**src/rtl/core/dhp_pkg.sv**
```systemverilog
// Drum hit pacer package: FIFO sizing, register reset values, register
// indexes and the FIFO status struct. No dependencies.
package dhp_pkg;

    localparam int FIFO_DEPTH = 16;
    localparam int PTR_W      = (FIFO_DEPTH > 1) ? $clog2(FIFO_DEPTH) : 1;
    localparam int CNT_W      = $clog2(FIFO_DEPTH + 1);

    localparam int LANE_W  = 3;
    localparam int VALUE_W = 16;
    localparam int CIDX_W  = 8;

    localparam logic [VALUE_W-1:0] ANALOG_THRESHOLD = 16'd100;
    localparam logic [VALUE_W-1:0] RESET_COOLDOWN   = 16'd4;
    localparam logic [VALUE_W-1:0] RESET_FLOOR      = 16'd15000;
    localparam logic [VALUE_W-1:0] RESET_CEILING    = 16'd30000;

    localparam logic [CIDX_W-1:0] CFG_ANALOG_MODE = 8'd0;
    localparam logic [CIDX_W-1:0] CFG_COOLDOWN    = 8'd1;
    localparam logic [CIDX_W-1:0] CFG_HIT_FLOOR   = 8'd2;
    localparam logic [CIDX_W-1:0] CFG_HIT_CEILING = 8'd3;

    typedef struct packed {
        logic [LANE_W-1:0] front;
        logic              empty;
        logic              full;
    } t_fifo_status;

endpackage

```
**src/rtl/core/dhp_fifo.sv**
```systemverilog
// Per-player pending tap FIFO: lane numbers, head pointer and fill count.
// Depends on dhp_pkg.
module dhp_fifo (
    input  logic                          i_clk,
    input  logic                          i_rst_n,
    input  logic                          i_push,
    input  logic                          i_pop,
    input  logic [dhp_pkg::LANE_W-1:0]    i_lane,
    output dhp_pkg::t_fifo_status         o_status
);

    logic [dhp_pkg::LANE_W-1:0] r_mem [dhp_pkg::FIFO_DEPTH];
    logic [dhp_pkg::LANE_W-1:0] r_front;
    logic [dhp_pkg::PTR_W-1:0]  r_head;
    logic [dhp_pkg::CNT_W-1:0]  r_count;
    logic [dhp_pkg::PTR_W-1:0]  n_head;
    logic [dhp_pkg::CNT_W-1:0]  n_count;
    logic [dhp_pkg::CNT_W:0]    tail_sum;
    logic [dhp_pkg::PTR_W-1:0]  tail;
    logic                       do_push;
    logic                       do_pop;

    assign o_status.front = r_front;
    assign o_status.empty = (r_count == '0);
    assign o_status.full  = (r_count == dhp_pkg::CNT_W'(dhp_pkg::FIFO_DEPTH));

    assign do_push = i_push && !o_status.full;
    assign do_pop  = i_pop && !o_status.empty;

    always_comb begin
        tail_sum = {1'b0, r_count} + (dhp_pkg::CNT_W+1)'(r_head);
        if (tail_sum >= (dhp_pkg::CNT_W+1)'(dhp_pkg::FIFO_DEPTH)) begin
            tail_sum = tail_sum - (dhp_pkg::CNT_W+1)'(dhp_pkg::FIFO_DEPTH);
        end
        tail = tail_sum[dhp_pkg::PTR_W-1:0];

        n_head = r_head;
        if (do_pop) begin
            if (r_head == dhp_pkg::PTR_W'(dhp_pkg::FIFO_DEPTH - 1)) begin
                n_head = '0;
            end else begin
                n_head = r_head + 1'b1;
            end
        end

        n_count = r_count;
        if (do_push && !do_pop) begin
            n_count = r_count + 1'b1;
        end else if (do_pop && !do_push) begin
            n_count = r_count - 1'b1;
        end
    end

    // front word kept in a register; only meaningful while not empty
    always_ff @(posedge i_clk) begin
        if (do_push) begin
            r_mem[tail] <= i_lane;
        end
        if (do_pop) begin
            r_front <= (r_count == dhp_pkg::CNT_W'(1)) ? i_lane : r_mem[n_head];
        end else if (do_push && o_status.empty) begin
            r_front <= i_lane;
        end
    end

    always_ff @(posedge i_clk) begin
        if (!i_rst_n) begin
            r_head  <= '0;
            r_count <= '0;
        end else begin
            r_head  <= n_head;
            r_count <= n_count;
        end
    end

endmodule

```
**src/rtl/core/drum_hit_pacer_top.sv**
```systemverilog
// Drum hit pacer top level: input register, hit pacing logic, result register.
// Depends on dhp_pkg and dhp_fifo.
//
// Each accepted poll word yields exactly one result word via the input register
// and then the result register; a new poll is taken every cycle, limited
// only by downstream tready through the single input and result registers.
// Configuration writes are always accepted (o_cfg_ready is tied high) and
// take effect on the next poll. Reset needs no clearing pass.
module drum_hit_pacer_top (
    input  logic        i_clk,
    input  logic        i_rst_n,
    input  logic        s_axis_tvalid,
    output logic        s_axis_tready,
    input  logic [23:0] s_axis_tdata,   // lane[2:0], tapped[3], axis_level[19:4], zero[23:20]
    output logic        m_axis_tvalid,
    input  logic        m_axis_tready,
    output logic [23:0] m_axis_tdata,   // level[15:0], tap_dropped[16], zero[23:17]
    input  logic        i_cfg_valid,
    output logic        o_cfg_ready,
    input  logic [dhp_pkg::CIDX_W-1:0]  i_cfg_index,
    input  logic [dhp_pkg::VALUE_W-1:0] i_cfg_data
);

    logic                        r_analog_mode;
    logic [dhp_pkg::VALUE_W-1:0] r_cool_period;
    logic [dhp_pkg::VALUE_W-1:0] r_hit_floor;
    logic [dhp_pkg::VALUE_W-1:0] r_hit_ceiling;

    logic                        r_in_valid;
    logic [dhp_pkg::LANE_W-1:0]  r_lane;
    logic                        r_tapped;
    logic [dhp_pkg::VALUE_W-1:0] r_axis;

    logic                        r_out_valid;
    logic [dhp_pkg::VALUE_W-1:0] r_level;
    logic                        r_dropped;

    logic [dhp_pkg::VALUE_W-1:0] r_rolling;
    logic [dhp_pkg::VALUE_W-1:0] r_cool_one;
    logic [dhp_pkg::VALUE_W-1:0] r_cool_two;

    logic [dhp_pkg::VALUE_W-1:0] n_rolling;
    logic [dhp_pkg::VALUE_W-1:0] n_cool_one;
    logic [dhp_pkg::VALUE_W-1:0] n_cool_two;
    logic [dhp_pkg::VALUE_W-1:0] n_level;
    logic                        n_dropped;

    logic                        advance;
    logic                        player_two;
    logic [dhp_pkg::VALUE_W-1:0] cool_one_dec;
    logic [dhp_pkg::VALUE_W-1:0] cool_two_dec;
    logic [dhp_pkg::VALUE_W-1:0] cool_sel;
    logic [dhp_pkg::VALUE_W-1:0] hit_inc;
    dhp_pkg::t_fifo_status       st_one;
    dhp_pkg::t_fifo_status       st_two;
    dhp_pkg::t_fifo_status       st_sel;
    logic                        fire;
    logic                        push;
    logic                        pop;

    assign o_cfg_ready   = 1'b1;
    assign advance       = r_in_valid && (!r_out_valid || m_axis_tready);
    assign s_axis_tready = !r_in_valid || advance;
    assign m_axis_tvalid = r_out_valid;
    assign m_axis_tdata  = {7'd0, r_dropped, r_level};

    assign player_two = r_lane[dhp_pkg::LANE_W-1];
    assign st_sel     = player_two ? st_two : st_one;

    always_comb begin
        cool_one_dec = r_cool_one;
        cool_two_dec = r_cool_two;
        if (r_lane == '0) begin
            if (r_cool_one != '0) cool_one_dec = r_cool_one - 1'b1;
            if (r_cool_two != '0) cool_two_dec = r_cool_two - 1'b1;
        end
        cool_sel = player_two ? cool_two_dec : cool_one_dec;

        fire      = 1'b0;
        push      = 1'b0;
        pop       = 1'b0;
        n_dropped = 1'b0;
        if (!st_sel.empty) begin
            if (st_sel.front == r_lane && cool_sel == '0) begin
                pop  = 1'b1;
                fire = 1'b1;
            end else if (r_tapped) begin
                push = 1'b1;
            end
        end else if (r_tapped) begin
            if (cool_sel != '0) begin
                push = 1'b1;
            end else begin
                fire = 1'b1;
            end
        end
        if (push && st_sel.full) begin
            n_dropped = 1'b1;
        end

        hit_inc = r_rolling + 1'b1;
        if (hit_inc >= r_hit_ceiling) begin
            hit_inc = r_hit_floor;
        end

        n_cool_one = cool_one_dec;
        n_cool_two = cool_two_dec;
        n_rolling  = r_rolling;
        n_level    = '0;
        if (fire) begin
            n_rolling = hit_inc;
            n_level   = hit_inc;
            if (player_two) begin
                n_cool_two = r_cool_period;
            end else begin
                n_cool_one = r_cool_period;
            end
        end

        if (r_analog_mode) begin
            fire       = 1'b0;
            push       = 1'b0;
            pop        = 1'b0;
            n_dropped  = 1'b0;
            n_cool_one = r_cool_one;
            n_cool_two = r_cool_two;
            n_rolling  = r_rolling;
            n_level    = (r_axis > dhp_pkg::ANALOG_THRESHOLD) ? r_axis : '0;
        end
    end

    dhp_fifo u_fifo_one (
        .i_clk    (i_clk),
        .i_rst_n  (i_rst_n),
        .i_push   (advance && push && !player_two),
        .i_pop    (advance && pop && !player_two),
        .i_lane   (r_lane),
        .o_status (st_one)
    );

    dhp_fifo u_fifo_two (
        .i_clk    (i_clk),
        .i_rst_n  (i_rst_n),
        .i_push   (advance && push && player_two),
        .i_pop    (advance && pop && player_two),
        .i_lane   (r_lane),
        .o_status (st_two)
    );

    always_ff @(posedge i_clk) begin
        if (!i_rst_n) begin
            r_analog_mode <= 1'b0;
            r_cool_period <= dhp_pkg::RESET_COOLDOWN;
            r_hit_floor   <= dhp_pkg::RESET_FLOOR;
            r_hit_ceiling <= dhp_pkg::RESET_CEILING;
        end else if (i_cfg_valid) begin
            unique case (i_cfg_index)
                dhp_pkg::CFG_ANALOG_MODE: r_analog_mode <= i_cfg_data[0];
                dhp_pkg::CFG_COOLDOWN:    r_cool_period <= i_cfg_data;
                dhp_pkg::CFG_HIT_FLOOR:   r_hit_floor   <= i_cfg_data;
                dhp_pkg::CFG_HIT_CEILING: r_hit_ceiling <= i_cfg_data;
                default: ;
            endcase
        end
    end

    always_ff @(posedge i_clk) begin
        if (!i_rst_n) begin
            r_in_valid  <= 1'b0;
            r_out_valid <= 1'b0;
            r_rolling   <= dhp_pkg::RESET_FLOOR;
            r_cool_one  <= '0;
            r_cool_two  <= '0;
        end else begin
            if (s_axis_tready) begin
                r_in_valid <= s_axis_tvalid;
            end
            if (advance) begin
                r_out_valid <= 1'b1;
                r_rolling   <= n_rolling;
                r_cool_one  <= n_cool_one;
                r_cool_two  <= n_cool_two;
            end else if (m_axis_tready) begin
                r_out_valid <= 1'b0;
            end
        end
    end

    always_ff @(posedge i_clk) begin
        if (s_axis_tready && s_axis_tvalid) begin
            r_lane   <= s_axis_tdata[2:0];
            r_tapped <= s_axis_tdata[3];
            r_axis   <= s_axis_tdata[19:4];
        end
        if (advance) begin
            r_level   <= n_level;
            r_dropped <= n_dropped;
        end
    end

endmodule

```
**config.mk**
```make
export PLATFORM = sky130hd
export DESIGN_NAME = drum_hit_pacer_top
export DESIGN_NICKNAME = d
export VERILOG_FILES = /design/src/rtl/core/dhp_pkg.sv /design/src/rtl/core/dhp_fifo.sv /design/src/rtl/core/drum_hit_pacer_top.sv
export SDC_FILE = /design/constraint.sdc
export NUM_CORES = 1
export LEC_CHECK = 0
export ABC_CLOCK_PERIOD_IN_PS = 5700
export BUFFER_PORTS_ARGS = -buffer_cell sky130_fd_sc_hd__buf_2
export CAP_MARGIN = 20
export CORE_ASPECT_RATIO = 0.9
export CORE_UTILIZATION = 30
export DETAILED_ROUTE_END_ITERATION = 10
export MAX_ROUTING_LAYER = met4
export SLEW_MARGIN = 20
export SYNTH_ARGS = -nofsm -noshare
export SYNTH_HDL_FRONTEND = slang
export SYNTH_SLANG_ARGS = --single-unit
```
**constraint.sdc**
```tcl
create_clock -name i_clk -period 5.7 [get_ports i_clk]
set_input_delay 1.14 -clock i_clk [delete_from_list [all_inputs] [get_ports i_clk]]
set_output_delay 1.14 -clock i_clk [all_outputs]
set_load 0.1 [all_outputs]
```
==> flow_metrics.py <==
metrics = {
    "clock_network": {
        "cts_max_level": 1,
        "numCtsBuffers": 29,
        "cts_hold_buf": 0,
        "cts_max_path_buffers": 3,
        "clk_pin_slew_ns": 0.06,
        "root_buffer": "clkbuf_16",
        "cts_tree": "yes",
        "post_cts_resized": 0,
        "post_cts_buffers": 0,
        "clock_sinks": 256,
        "clk_latency_ns": 0.54,
    },
    "yosys": {
        "synth-edff-count": 139,
        "ys.flop_type": "edfxtp_1",
        "ys_types": 79,
        "synth_top_area_share_pct": 32.1,
        "synthTopCellsByCount": "nand2_1, edfxtp_1, dfxtp_1",
        "synthArstFlopShare_pct": 0,
        "synth_seq_cells": 256,
        "synth_area_um2": 13000,
        "seq_area_frac_synth_pct": 50.0,
        "yosysMostFrequentCell": "nand2_1",
        "yosys-top-cells-area": "edfxtp_1, dfxtp_1, mux2i_1, nand2_1, o21ai_0",
        "synth_area_leader_cell": "edfxtp_1",
        "synth_warnings": 0,
        "synth_cells": 1289,
        "synth.avg_cell_area_um2": 10.1,
    },
    "timing": {
        "tns_ns": 0,
        "min_period_ns": 4.88,
        "setup_viol": 0,
        "finalHoldViolCount": 0,
        "slew-limit-headroom_pct": 30.6,
        "rsz0062_at_grt": "false",
        "fmax_ghz": 0.205,
        "tightest_slew_ns": 1.04,
        "fin_skew_ns": 0.0108,
        "drv_slew": 0,
        "finalCritPeriodShare_pct": 85.5,
    },
    "critical_path": {
        "worstReg2RegStart": "r_lane[0]",
        "critPathLaunchType": "flop",
        "critPathMaxFanout": 15,
        "rr_worst_depth": 12,
        "crit_type": "flop to flop",
        "reg2reg_slack_ns": 0.82,
        "cp.arrival_ns": 5.15,
        "cp-end-kind": "flop",
        "rr_endpoint": "u_fifo_two.r_front[2]",
        "critPathRequiredTime_ns": 5.98,
    },
    "floorplan": {
        "rows": 72,
        "die_area_um2": 44200,
        "coreArea_um2": 42900,
        "start_util_pct": 30.4,
        "die_h_um": 200,
        "ios": 80,
        "dieWidth_um": 222,
    },
    "min_path": {
        "hold_path_end": "r_hit_ceiling[6]",
        "min_path_cells": 2,
        "hold_start": "r_hit_ceiling[6]",
        "hp-class": "flop to flop",
    },
    "routing": {
        "wl_mm": 30.9,
        "ant_nets": 0,
        "dr.pass1.iters": 5,
        "vias": 9633,
        "drtIter0Drc": 674,
        "drc": 0,
        "wl_per_cell_um": 16.1,
        "routed_via_density": 5.02,
    },
    "final_layout": {
        "n_antenna_cell": 0,
        "register_area_um2": 6520,
        "finalNetCount": 1435,
        "drive_above_1_share_pct": 11.7,
        "design_area_um2": 14900,
        "synthToLayoutAreaGrowth_pct": 14.1,
        "multiInputGateArea_um2": 6030,
        "fillerInstances": 4338,
        "final_cells": 1920,
    },
    "place": {
        "dp_cells": 1869,
        "dp_hpwl_mm": 21.8,
        "gp_congestion": 0.880,
        "numPortBuffers": 67,
        "dpl_cell_area_um2": 13900,
    },
    "grt": {
        "grt_max_degree": 86,
        "track_usage_pct": 14.2,
        "grt_pass1_wl_mm": 49.2,
        "grt.overflow.total": 0,
        "grt_pass1_vias": 9034,
        "antenna_found_initial": 1,
    },
    "power": {
        "power.density_nw_per_um2": 282,
        "peakVddDrop_mv": 0.270,
        "leakage_nw": 5.47,
    },
    "outcome": {
        "status": "finished clean",
    },
    "run": {
        "drv_cap": 0,
    },
}
[how the worst max path moves through the flow]
stage	start	endpoint	slack (ns)	depth (start not counted)
floorplan	m_axis_tready	u_fifo_one.r_front[0]	1.22	13
CTS	r_lane[0]	u_fifo_two.r_front[2]	0.86	12
detailed placement	r_lane[0]	u_fifo_two.r_front[2]	0.88	12
global route	flop	u_fifo_one.r_count[3]	0.63	16
global placement	r_lane[0]	u_fifo_two.r_front[2]	0.90	12
finish	r_lane[0]	u_fifo_two.r_front[2]	0.82	12
[cell families (layout without fill, tap and decap cells)]
group,count (synthesis),in the layout,synth area share [%]
and+or+nand+nor,470,470,18.3
AOI/OAI and AO/OA,275,275,13.9
DFF,256,256,50.0
buffers and inverters,116,186,3.96
muxes,98,98,7.70
adders and majority gates,37,37,3.67
xor gates and xnor gates,35,35,2.41
other,2,8,0.0577
[stage by stage]
step | utilization, % | setup slack [ns] | total power (W) | hold WS (ns)
after detailed placement | 32.4 | 0.877 | 0.00236 | 0.463
after global placement | 32.4 | 0.901 | 0.00236 | 0.457
after global routing | 34.6 | 0.625 | 0.00434 | 0.499
final | 34.6 | 0.825 | 0.00419 | 0.471
after CTS | 34.6 | 0.860 | 0.00423 | 0.473
after floorplan | - | 1.22 | 0.00227 | 0.441
[cell usage in the layout (no fill, tap or decap), types with 37 or more instances in the layout]
cell      count
inv_1        50
o21ai_0      94
edfxtp_1    139
dfxtp_1     117
a21oi_1      40
nand2_1     148
nand3_1      37
buf_2        67
mux2i_1      93
nor2_1       77
[report_power, final]
part           leakage (nW)  total [W]  switching [W]  internal [W]
sequential             2.22    0.00200      0.0000237       0.00197
combinational          2.78   0.000331       0.000234     0.0000969
clock                 0.463    0.00187       0.000728       0.00114
total                  5.47    0.00419       0.000986       0.00321
[per-layer routing]
| metal | routed length, um | GRT usage [%] | part of all wire (%) | up-vias |
|---|---|---|---|---|
| met2 | 13700 | 21.9 | 44 | 224 |
| met1 | 15200 | 19.8 | 49 | 4571 |
| met4 | 429 | 3.06 | 1.4 | 0 |
| li1 | - | - | - | 4802 |
| met5 | 0 | - | 0 | - |
| met3 | 1470 | 2.01 | 4.8 | 36 |
[sequential cells by signal, summed over array words and instances (netlist names), 4 cells and up, named ones only]
signal / cells
r_cool_two: 16
u_fifo_one.r_mem: 48
u_fifo_one.r_head: 4
r_hit_floor: 16
u_fifo_two.r_count: 5
r_rolling: 16
u_fifo_one.r_count: 5
r_cool_one: 15
u_fifo_two.r_mem: 48
u_fifo_two.r_head: 4
r_cool_period: 16
r_hit_ceiling: 16
r_axis: 16
r_level: 16
[final cells by class]
cell class	count	share of cell area, %
sequential	256	43.9
clock inverter	13	1.13
timing repair buffer	85	3.17
tap	555	4.68
multi-input combinational	923	40.6
clock buffer	38	5.27
inverter	50	1.26
[worst max-delay path: stages (launching register included)]
cell	delay [ns]
edfxtp_1	0.54
or3_1	0.62
or4_4	0.56
a211o_1	0.30
or4_4	0.52
a22oi_1	0.27
and4_1	0.25
a21o_1	0.56
buf_4	0.32
mux2i_1	0.20
mux2i_1	0.11
a211oi_1	0.28
a211oi_1	0.09
Power figures use the tool's default switching activity.
